File: src/rtl/lts_pkg.sv
// Shared types and constants for the locale tag case checker.
// Used by lts_step and language_tag_case_validator_core; no dependencies.
package lts_pkg;

    localparam int MAX_TAG_LENGTH    = 63;
    localparam int MAX_SUBTAG_LENGTH = 8;

    localparam int TOTAL_W = 7;
    localparam int SUB_W   = 4;

    localparam logic [TOTAL_W-1:0] TOTAL_SAT = '1;
    localparam logic [SUB_W-1:0]   SUB_SAT   = '1;

    localparam logic [7:0] CHAR_DASH    = 8'h2D;
    localparam logic [7:0] CHAR_UPPER_A = 8'h41;
    localparam logic [7:0] CHAR_UPPER_Z = 8'h5A;
    localparam logic [7:0] CHAR_LOWER_A = 8'h61;
    localparam logic [7:0] CHAR_LOWER_Z = 8'h7A;
    localparam logic [7:0] CHAR_DIGIT_0 = 8'h30;
    localparam logic [7:0] CHAR_DIGIT_9 = 8'h39;

    typedef struct packed {
        logic [TOTAL_W-1:0] total_length;
        logic [SUB_W-1:0]   subtag_length;
        logic               in_first_subtag;
        logic               failed;
        logic               sub_has_upper;
        logic               sub_has_lower;
        logic               sub_has_digit;
        logic               sub_lead_is_lower;
        logic               sub_tail_has_upper;
    } t_tag_state;

    localparam t_tag_state TAG_STATE_RESET = '{
        total_length:       '0,
        subtag_length:      '0,
        in_first_subtag:    1'b1,
        failed:             1'b0,
        sub_has_upper:      1'b0,
        sub_has_lower:      1'b0,
        sub_has_digit:      1'b0,
        sub_lead_is_lower:  1'b0,
        sub_tail_has_upper: 1'b0
    };

endpackage

File: src/rtl/lts_step.sv
// Next-state logic for one tag byte: classify the byte, update the subtag
// flags and counters, and judge the tag on its last byte. Uses lts_pkg.
module lts_step (
    input  lts_pkg::t_tag_state i_state,
    input  logic [7:0]          i_char,
    input  logic                i_last,
    output lts_pkg::t_tag_state o_state,
    output logic                o_tag_valid
);

    // Rules for the subtag that just ended
    function automatic logic subtag_ok(input lts_pkg::t_tag_state s);
        logic ok;
        begin
            ok = 1'b0;
            if (s.subtag_length == '0 ||
                s.subtag_length > lts_pkg::SUB_W'(lts_pkg::MAX_SUBTAG_LENGTH)) begin
                ok = 1'b0;
            end else if (s.in_first_subtag) begin
                ok = (s.subtag_length >= lts_pkg::SUB_W'(2)) &&
                     !s.sub_has_digit && !s.sub_has_upper;
            end else if (s.subtag_length == lts_pkg::SUB_W'(2)) begin
                ok = !s.sub_has_lower;
            end else if (s.subtag_length == lts_pkg::SUB_W'(4)) begin
                ok = !s.sub_lead_is_lower && !s.sub_tail_has_upper;
            end else begin
                ok = !s.sub_has_upper;
            end
            subtag_ok = ok;
        end
    endfunction

    logic               is_up;
    logic               is_lo;
    logic               is_dg;
    lts_pkg::t_tag_state s_mid;

    assign is_up = (i_char >= lts_pkg::CHAR_UPPER_A) && (i_char <= lts_pkg::CHAR_UPPER_Z);
    assign is_lo = (i_char >= lts_pkg::CHAR_LOWER_A) && (i_char <= lts_pkg::CHAR_LOWER_Z);
    assign is_dg = (i_char >= lts_pkg::CHAR_DIGIT_0) && (i_char <= lts_pkg::CHAR_DIGIT_9);

    always_comb begin
        s_mid = i_state;
        if ({1'b0, i_state.total_length} >= 8'(lts_pkg::MAX_TAG_LENGTH)) begin
            s_mid.failed = 1'b1;
        end
        if (i_state.total_length < lts_pkg::TOTAL_SAT) begin
            s_mid.total_length = i_state.total_length + lts_pkg::TOTAL_W'(1);
        end

        if (i_char == lts_pkg::CHAR_DASH) begin
            if (!subtag_ok(i_state)) begin
                s_mid.failed = 1'b1;
            end
            s_mid.subtag_length      = '0;
            s_mid.sub_has_upper      = 1'b0;
            s_mid.sub_has_lower      = 1'b0;
            s_mid.sub_has_digit      = 1'b0;
            s_mid.sub_lead_is_lower  = 1'b0;
            s_mid.sub_tail_has_upper = 1'b0;
            s_mid.in_first_subtag    = 1'b0;
        end else begin
            if (!is_up && !is_lo && !is_dg) begin
                s_mid.failed = 1'b1;
            end
            if (i_state.subtag_length == '0) begin
                if (is_lo) begin
                    s_mid.sub_lead_is_lower = 1'b1;
                end
            end else if (is_up) begin
                s_mid.sub_tail_has_upper = 1'b1;
            end
            if (is_up) begin
                s_mid.sub_has_upper = 1'b1;
            end
            if (is_lo) begin
                s_mid.sub_has_lower = 1'b1;
            end
            if (is_dg) begin
                s_mid.sub_has_digit = 1'b1;
            end
            // Hold the counter at its limit once the subtag runs long
            if (i_state.subtag_length >= lts_pkg::SUB_W'(lts_pkg::MAX_SUBTAG_LENGTH)) begin
                s_mid.failed = 1'b1;
            end else if (i_state.subtag_length < lts_pkg::SUB_SAT) begin
                s_mid.subtag_length = i_state.subtag_length + lts_pkg::SUB_W'(1);
            end
        end
    end

    always_comb begin
        o_tag_valid = !(s_mid.failed || !subtag_ok(s_mid) ||
                        (s_mid.total_length < lts_pkg::TOTAL_W'(2)));
        // Drop all tag state after the last byte
        if (i_last) begin
            o_state = lts_pkg::TAG_STATE_RESET;
        end else begin
            o_state = s_mid;
        end
    end

endmodule

File: src/rtl/language_tag_case_validator_core.sv
// Top level of the locale tag case checker: input register, running tag
// state, result register. Depends on lts_pkg and lts_step.
//
//  channel | dir | tdata bits (low first) | tlast           | role
//  s       | in  | [7:0] char_byte        | last            | tag bytes
//  m       | out | [0] tag_valid, [7:1] 0 | -               | one result per tag
//
// One byte per clock unless a tag end waits on m; a byte's update is applied
// from the input register; only a tag's last byte loads the result register.
// The tag state update is the single path from the input register to the
// result register. i_rst_n is synchronous, active low, and clears the tag
// state and both valid flags. A stall on m holds the result; a tag end then
// waits in the input register with o_s_tready low, other bytes keep flowing.
module language_tag_case_validator_core (
    input  logic       i_clk,
    input  logic       i_rst_n,
    input  logic       i_s_tvalid,
    output logic       o_s_tready,
    input  logic [7:0] i_s_tdata,   // [7:0] char_byte
    input  logic       i_s_tlast,
    output logic       o_m_tvalid,
    input  logic       i_m_tready,
    output logic [7:0] o_m_tdata    // [0] tag_valid, [7:1] zero
);

    logic                r_in_valid;
    logic [7:0]          r_in_char;
    logic                r_in_last;
    logic                r_out_valid;
    logic                r_out_tag_valid;
    lts_pkg::t_tag_state r_state;
    lts_pkg::t_tag_state n_state;
    logic                n_tag_valid;
    logic                advance;
    logic                out_free;

    lts_step u_step (
        .i_state     (r_state),
        .i_char      (r_in_char),
        .i_last      (r_in_last),
        .o_state     (n_state),
        .o_tag_valid (n_tag_valid)
    );

    assign out_free   = !r_out_valid || i_m_tready;
    assign advance    = r_in_valid && (!r_in_last || out_free);
    assign o_s_tready = !r_in_valid || advance;

    always_ff @(posedge i_clk) begin
        if (!i_rst_n) begin
            r_in_valid  <= 1'b0;
            r_out_valid <= 1'b0;
            r_state     <= lts_pkg::TAG_STATE_RESET;
        end else begin
            if (o_s_tready) begin
                r_in_valid <= i_s_tvalid;
            end
            if (advance) begin
                r_state <= n_state;
            end
            if (advance && r_in_last) begin
                r_out_valid <= 1'b1;
            end else if (i_m_tready) begin
                r_out_valid <= 1'b0;
            end
        end
    end

    always_ff @(posedge i_clk) begin
        if (o_s_tready && i_s_tvalid) begin
            r_in_char <= i_s_tdata;
            r_in_last <= i_s_tlast;
        end
        if (advance && r_in_last) begin
            r_out_tag_valid <= n_tag_valid;
        end
    end

    assign o_m_tvalid = r_out_valid;
    assign o_m_tdata  = {7'b0, r_out_tag_valid};

endmodule

File: config.mk
export PLATFORM = sky130hd
export DESIGN_NAME = language_tag_case_validator_core
export DESIGN_NICKNAME = d
export VERILOG_FILES = /design/src/rtl/lts_pkg.sv /design/src/rtl/lts_step.sv /design/src/rtl/language_tag_case_validator_core.sv
export SDC_FILE = /design/constraint.sdc
export NUM_CORES = 1
export LEC_CHECK = 0
export ABC_CLOCK_PERIOD_IN_PS = 4300
export BUFFER_PORTS_ARGS = -buffer_cell sky130_fd_sc_hd__buf_2
export CORE_MARGIN = 2
export CORE_UTILIZATION = 40
export DETAILED_ROUTE_END_ITERATION = 16
export SLEW_MARGIN = 40
export SYNTH_ARGS = -nofsm -noshare
export SYNTH_HDL_FRONTEND = slang
export SYNTH_SLANG_ARGS = --single-unit
File: constraint.sdc
create_clock -name i_clk -period 4.3 [get_ports i_clk]
set_input_delay 0.215 -clock i_clk [delete_from_list [all_inputs] [get_ports i_clk]]
set_output_delay 0.215 -clock i_clk [all_outputs]
set_load 0.02 [all_outputs]
==> results of run 1 <==
==> cell type report <==
cell class,instances,area (µm²)
sequential,30,701
inverter,9,33.8
clock inverter,3,16.3
tap,52,65.1
multi-input combinational,150,935
timing repair buffer,15,75.1
clock buffer,5,68.8
fill,430,2400
==> registers in the layout, indices dropped and copies added (netlist names) <==
register and count:
r_state 18, r_in_char 8, o_m_tvalid 1, r_in_last 1, r_in_valid 1, r_out_tag_valid 1
==> path summary, 6_finish.rpt <==
path | startpoint | endpoint | slack, ps | cells past startpoint
worst min-delay path | i_s_tdata[2] | r_in_char[2] | 110 | 1
worst min register to register | r_state[1] | r_state[1] | 520 | 2
worst max-delay path | r_state[8] | r_out_tag_valid | 1860 | 8
worst max register to register | r_state[8] | r_out_tag_valid | 1860 | 8
==> power by group <==
part	switching (mW)	internal [mW]
Sequential	0.00957	0.301
Clock	0.105	0.111
Combinational	0.0320	0.0181
Total	0.147	0.430
==> stage by stage <==
| step | utilization (%) | power [mW] |
|---|---|---|
| final | 44.1 | 0.577 |
| after global routing | 44.1 | 0.603 |
| after CTS | 44.1 | 0.584 |
| after detailed placement | 42.1 | 0.367 |
| after global placement | 42.0 | 0.367 |
| after floorplan | - | 0.357 |
==> routing by layer <==
| metal | global-route usage (%) | vias up | wire, µm |
|---|---|---|---|
| met5 | 0 | - | 0 |
| met4 | 6.41 | 0 | 0 |
| met3 | 2.60 | 0 | 155 |
| met2 | 25.6 | 41 | 1720 |
| met1 | 20.6 | 697 | 1690 |
| li1 | - | 760 | - |
==> cells in the mapped netlist (2+ instances only) <==
| cell | n |
|---|---|
| a2111oi_0 | 2 |
| a211o_1 | 2 |
| a211oi_1 | 2 |
| a21oi_1 | 15 |
| a22oi_1 | 3 |
| a31oi_1 | 9 |
| a32oi_1 | 2 |
| and2_1 | 2 |
| and3_1 | 7 |
| buf_4 | 9 |
| buf_6 | 2 |
| clkbuf_1 | 5 |
| dfxtp_1 | 20 |
| edfxtp_1 | 10 |
| ha_1 | 4 |
| inv_1 | 9 |
| nand2_1 | 14 |
| nand2b_1 | 2 |
| nand3_1 | 4 |
| nand4_1 | 2 |
| nor2_1 | 27 |
| nor2b_1 | 4 |
| nor3_1 | 5 |
| nor4_1 | 2 |
| nor4b_1 | 2 |
| o211ai_1 | 2 |
| o21ai_0 | 9 |
| o221a_2 | 2 |
==> cells by family after synthesis <==
| logic type | count (synthesis) |
|---|---|
| buffers and inverters | 25 |
| XOR/XNOR | 2 |
| flip-flops | 30 |
| AO/OA/AOI/OAI | 58 |
| multiplexers | 1 |
| AND/OR/NAND/NOR | 78 |
| other | 1 |
| adder cells (fa/ha/maj) | 4 |
==> out/metrics.json, run 1 <==
{
  "clkLatencyLatePin": {"value": 280, "unit": "ps"},
  "port_buffers": {"value": 15},
  "maxCapViolCount": {"value": 0},
  "rsz0062_at_grt": {"value": "false"},
  "synth_ff_type": {"value": "dfxtp_1"},
  "ys_warn_count": {"value": 0},
  "wire_length_of_the_first_global_routing_pass": {"value": 6.18, "unit": "mm"},
  "core_area": {"value": 0.00429, "unit": "mm²"},
  "crit_arrival": {"value": 2540, "unit": "ps"},
  "clockBufferDepth": {"value": 2},
  "cp_num_buf_inv": {"value": 1},
  "timing.critical_path.required": {"value": 4400, "unit": "ps"},
  "std_cell_rows": {"value": 24},
  "syn2layout_area_growth": {"value": 8.30, "unit": "%"},
  "drt_first_iter_violations": {"value": 118},
  "power.leakage": {"value": 0.699, "unit": "nW"},
  "post-dp-hpwl": {"value": 2.59, "unit": "mm"},
  "fraction_of_registers_with_async_set_reset": {"value": 0, "unit": "%"},
  "layout.cells.most_common_list": {"value": "nor2_1, dfxtp_1, a21oi_1, buf_2, nand2_1"},
  "yosys.area_share.simple": {"value": 23.5, "unit": "%"},
  "grt_antenna_before_repair": {"value": 0},
  "post_synth.cell_area_avg": {"value": 8.79, "unit": "µm²"},
  "cp_slowest_cell": {"value": "dfxtp_1"},
  "diodes": {"value": 0},
  "routed_wire_length_per_instance": {"value": 13.5, "unit": "µm"},
  "path_cells": {"value": "inv_1, ha_1, nand3b_1, o21bai_1, a22oi_1, a211o_1, a2111o_1, nor4b_1"},
  "synth_area_leader_cell": {"value": "dfxtp_1"},
  "clockRootBuffer": {"value": "clkbuf_8"},
  "gpl_congestion": {"value": 0.887},
  "ys_seq_area_share": {"value": 40.1, "unit": "%"},
  "holdBufCountCts": {"value": 0},
  "ctsResizeCount": {"value": 0},
  "groute.usage.overall": {"value": 15.7, "unit": "%"},
  "finalSetupViolations": {"value": 0},
  "detailroute.via_count": {"value": 1498},
  "setup-tns-final": {"value": 0, "unit": "ps"},
  "max_freq": {"value": 0.410, "unit": "GHz"},
  "initial_utilization": {"value": 40.7, "unit": "%"},
  "timing.clock.skew": {"value": 7.08, "unit": "ps"},
  "ioPinCount": {"value": 23},
  "cts_buffers": {"value": 5},
  "cp-start-kind": {"value": "flop"},
  "netlist_top_cells_area": {"value": "dfxtp_1, edfxtp_1, nor2_1"},
  "detailed_router_iteration_count_before_antenna_repair": {"value": 4},
  "synth_cell_type_count": {"value": 49},
  "final_period_minus_worst_setup_slack": {"value": 2440, "unit": "ps"},
  "final_cells": {"value": 264},
  "finalHoldViolCount": {"value": 0},
  "worst_hold_path_type": {"value": "in2reg"},
  "grt_start_max_net_pins": {"value": 17},
  "finalCritPeriodShare": {"value": 56.7, "unit": "%"},
  "syn_area": {"value": 0.00175, "unit": "mm²"},
  "vias_in_the_first_global_route": {"value": 1363},
  "crit_path_max_incr_delay": {"value": 600, "unit": "ps"},
  "synth.ff_latch_count": {"value": 30},
  "xor_xnor_share_of_the_synthesized_area": {"value": 1.00, "unit": "%"},
  "clock_tree.htree_level_count": {"value": 2},
  "synth_compound_area_share": {"value": 23.6, "unit": "%"},
  "route.antenna.remaining_nets": {"value": 0},
  "outcome": {"value": "finished clean"},
  "crit_family": {"value": "compound AO/OA/AOI/OAI gates"},
  "fp.dieH": {"value": 70.1, "unit": "µm"},
  "layout_setup_ws": {"value": 1860, "unit": "ps"},
  "worstMarginPinSlew": {"value": 545, "unit": "ps"},
  "end_kind": {"value": "flop"},
  "dp_worst_setup_slack": {"value": 1890, "unit": "ps"},
  "detail_route.wirelength": {"value": 3.56, "unit": "mm"},
  "layout-drive-gt1-share": {"value": 14.2, "unit": "%"},
  "max_slew_margin": {"value": 63.6, "unit": "%"},
  "clkTransAtPathRegs": {"value": 70, "unit": "ps"},
  "combinational_family_with_the_most_area_after_synthesis": {"value": "compound AO/OA/AOI/OAI gates"},
  "num_clock_sinks": {"value": 30},
  "route.detailed.drc": {"value": 0},
  "synthMuxAreaShare": {"value": 0.572, "unit": "%"},
  "floorplan.die_area": {"value": 0.00492, "unit": "mm²"},
  "ir_drop": {"value": 0.000196, "unit": "V"},
  "nets": {"value": 228},
  "fin_worst_hold_slack": {"value": 113, "unit": "ps"},
  "grt_remaining_overflow": {"value": 0},
  "power_per_cell_area": {"value": 304, "unit": "mW/mm²"},
  "drt_via_density": {"value": 5.67},
  "path_class": {"value": "reg2reg"},
  "placed_cells": {"value": 256},
  "report.final.slew_viol_count": {"value": 0},
  "cts_tree": {"value": "built"},
  "final_area": {"value": 0.00189, "unit": "mm²"},
  "die_w": {"value": 70.1, "unit": "µm"},
  "critPathMaxFanout": {"value": 13},
  "mostFrequentLayoutCell": {"value": "nor2_1"},
  "post_synthesis_share_of_cell_area_spent_on_full_adders_half_adders_and_majority_gates": {"value": 2.86, "unit": "%"},
  "synth_top_cell_area_share": {"value": 22.9, "unit": "%"},
  "post-cts-setup-buffer-count": {"value": 0},
  "placed_area": {"value": 0.00181, "unit": "mm²"},
  "post_synth_inst_count": {"value": 199},
  "synth_edf_count": {"value": 10}
}
(Power assumes the default switching activity.)
==> run 2, diff against run 1 <==
Settings changed: ABC_CLOCK_PERIOD_IN_PS 4300 to 2430.
Clock period 4.3 ns to 2.43 ns, I/O delays scaled along.
==> out/metrics.json, run 2 (synthesis results as in run 1) <==
{
  "outcome": {"value": "finished clean"},
  "num_clock_sinks": {"value": 30, "change": "unchanged"},
  "cp_slowest_cell": {"value": "a2111oi_0"},
  "ff2ff_path_depth": {"value": 7, "change": "-1"},
  "end_kind": {"value": "flop"},
  "path_cells": {"value": "inv_1, ha_1, o2111a_1, xnor2_1, nand2_1, a2111oi_0, nor4b_2"},
  "diodes": {"value": 0, "change": "unchanged"},
  "detailed_router_iteration_count_before_antenna_repair": {"value": 4, "change": "unchanged"},
  "cts_buffers": {"value": 5, "change": "unchanged"},
  "port_buffers": {"value": 15, "change": "unchanged"},
  "grt_antenna_before_repair": {"value": 0, "change": "unchanged"},
  "syn2layout_area_growth": {"value": 14.1, "unit": "%"},
  "utilization": {"value": 46.5, "unit": "%", "change": "+2.4 points"},
  "drt_first_iter_violations": {"value": 83, "change": "-30%"},
  "route.antenna.remaining_nets": {"value": 0, "change": "unchanged"},
  "detail_route.wirelength": {"value": 3.81, "unit": "mm", "change": "+7.0%"},
  "max_freq": {"value": 0.440, "unit": "GHz", "change": "+7.2%"},
  "cts_tree": {"value": "built"},
  "routed_wire_length_per_instance": {"value": 14.1, "unit": "µm", "change": "+4.2%"},
  "finalSetupViolations": {"value": 0, "change": "unchanged"},
  "mostFrequentLayoutCell": {"value": "nor2_1"},
  "power.leakage": {"value": 0.758, "unit": "nW", "change": "+8.6%"},
  "finalCritPeriodShare": {"value": 93.6, "unit": "%", "change": "+37 points"},
  "nets": {"value": 235, "change": "+3.1%"},
  "final_cells": {"value": 271, "change": "+2.7%"},
  "wire_length_of_the_first_global_routing_pass": {"value": 6.28, "unit": "mm", "change": "+1.6%"},
  "cp_num_buf_inv": {"value": 1, "change": "unchanged"},
  "post-dp-hpwl": {"value": 2.73, "unit": "mm", "change": "+5.5%"},
  "placed_cells": {"value": 263, "change": "+2.7%"},
  "critPathMaxFanout": {"value": 6, "change": "-7"},
  "finalHoldViolCount": {"value": 0, "change": "unchanged"},
  "crit_path_max_incr_delay": {"value": 540, "unit": "ps", "change": "-60 ps"},
  "layout.cells.most_common_list": {"value": "nor2_1, dfxtp_1, a21oi_1, buf_2, nand2_1"},
  "maxCapViolCount": {"value": 0, "change": "unchanged"},
  "initial_utilization": {"value": 40.7, "unit": "%", "change": "unchanged"},
  "setup-tns-final": {"value": 0, "unit": "ps", "change": "unchanged"},
  "detailroute.via_count": {"value": 1507, "change": "+0.60%"},
  "cp-start-kind": {"value": "flop"},
  "core_area": {"value": 0.00429, "unit": "mm²", "change": "unchanged"},
  "route.detailed.drc": {"value": 0, "change": "unchanged"},
  "min_delay_path_depth": {"value": 1, "change": "unchanged"},
  "ioPinCount": {"value": 23, "change": "unchanged"},
  "final_period_minus_worst_setup_slack": {"value": 2270, "unit": "ps", "change": "-164 ps"},
  "fp.dieH": {"value": 70.1, "unit": "µm", "change": "unchanged"},
  "clockBufferDepth": {"value": 2, "change": "unchanged"},
  "report.final.slew_viol_count": {"value": 0, "change": "unchanged"},
  "std_cell_rows": {"value": 24, "change": "unchanged"},
  "crit_family": {"value": "compound AO/OA/AOI/OAI gates"},
  "grt_start_max_net_pins": {"value": 15, "change": "-2"},
  "path_class": {"value": "reg2reg"},
  "floorplan.die_area": {"value": 0.00492, "unit": "mm²", "change": "unchanged"},
  "clkLatencyLatePin": {"value": 290, "unit": "ps", "change": "about the same"},
  "worst_hold_path_type": {"value": "in2reg"},
  "top_regs": {"value": "r_state: 18 flops, r_in_char: 8 flops"},
  "groute.usage.overall": {"value": 16.0, "unit": "%", "change": "+0.36 points"},
  "layout-drive-gt1-share": {"value": 17.4, "unit": "%", "change": "+3.2 points"},
  "crit_arrival": {"value": 2300, "unit": "ps", "change": "-240 ps"},
  "drt_via_density": {"value": 5.56, "change": "-2.0%"},
  "max_slew_margin": {"value": 65.1, "unit": "%", "change": "+1.5 points"},
  "worstMarginPinSlew": {"value": 510, "unit": "ps", "change": "-34.5 ps"},
  "power_per_cell_area": {"value": 624, "unit": "mW/mm²", "change": "+110%"},
  "top_register": {"value": "r_state"},
  "grt_remaining_overflow": {"value": 0, "change": "unchanged"},
  "clockRootBuffer": {"value": "clkbuf_8"},
  "timing.critical_path.required": {"value": 2460, "unit": "ps", "change": "-1940 ps"},
  "crit_cells": {"value": 7, "change": "-1"},
  "gpl_congestion": {"value": 0.765, "change": "-14%"},
  "clock_tree.htree_level_count": {"value": 2, "change": "unchanged"},
  "die_w": {"value": 70.1, "unit": "µm", "change": "unchanged"},
  "vias_in_the_first_global_route": {"value": 1355, "change": "-0.59%"},
  "clkTransAtPathRegs": {"value": 70, "unit": "ps", "change": "about the same"},
  "ir_drop": {"value": 0.000338, "unit": "V", "change": "+73%"},
  "largest_reg_flops": {"value": 18, "change": "unchanged"},
  "timing.clock.skew": {"value": 4.84, "unit": "ps", "change": "-2.24 ps"}
}
## run 2: cell type report
cell class	count	area (µm²)
fillers	430	2300
multi-input cells	150	935
flip-flops and latches	30	702
repair buffers	22	128
clock buffers	5	68.8
well taps	52	65.1
clock inverters	3	63.8
inverters	9	33.8
## run 2: report_power, final
| part | leakage, nW | internal, mW | switching, mW |
|---|---|---|---|
| Sequential | 0.259 | 0.533 | 0.0138 |
| Clock | 0.0658 | 0.406 | 0.197 |
| Combinational | 0.433 | 0.0352 | 0.0610 |
## run 2: path summary, 6_finish.rpt
| check | end | start | slack, ps |
|---|---|---|---|
| worst max-delay path | r_out_tag_valid | r_state[7] | 160 |
| worst min-delay path | r_in_char[2] | i_s_tdata[2] | 8 |
| worst max register to register | r_out_tag_valid | r_state[7] | 160 |
| worst min register to register | r_state[1] | r_state[1] | 550 |
## run 2: metrics by stage
step	instance area (µm²)	worst slack, ps	hold WS (ps)	total power [mW]
after floorplan	1770	272	220	0.632
after global placement	1860	267	298	0.653
after detailed placement	1860	191	300	0.653
after CTS	1990	163	2.08	1.26
after global routing	2000	-114	1.24	1.29
final	2000	156	8.26	1.25
## run 2: layer usage
metal / global-route usage [%] / share of wire [%] / vias to the layer above
met2: 23.8 / 43 / 31
met1: 22.1 / 51 / 707
met5: 0 / 0 / -
li1: - / - / 761
met3: 3.46 / 3.6 / 8
met4: 7.69 / 1.8 / 0
## run 2: worst reg2reg max path: stages, from the launching register on
cell and delay, ps:
dfxtp_1 410, inv_1 110, ha_1 400, o2111a_1 270, xnor2_1 130, nand2_1 70
a2111oi_0 540, nor4b_2 90
## run 2: timing repair
item                                    in CTS  in global routing
endpoints found under the setup margin       0                  1
setup buffers                                0                  0
hold buffers                                 0                  0
resized for setup                            0                  2
endpoints found under the hold margin        0                  0
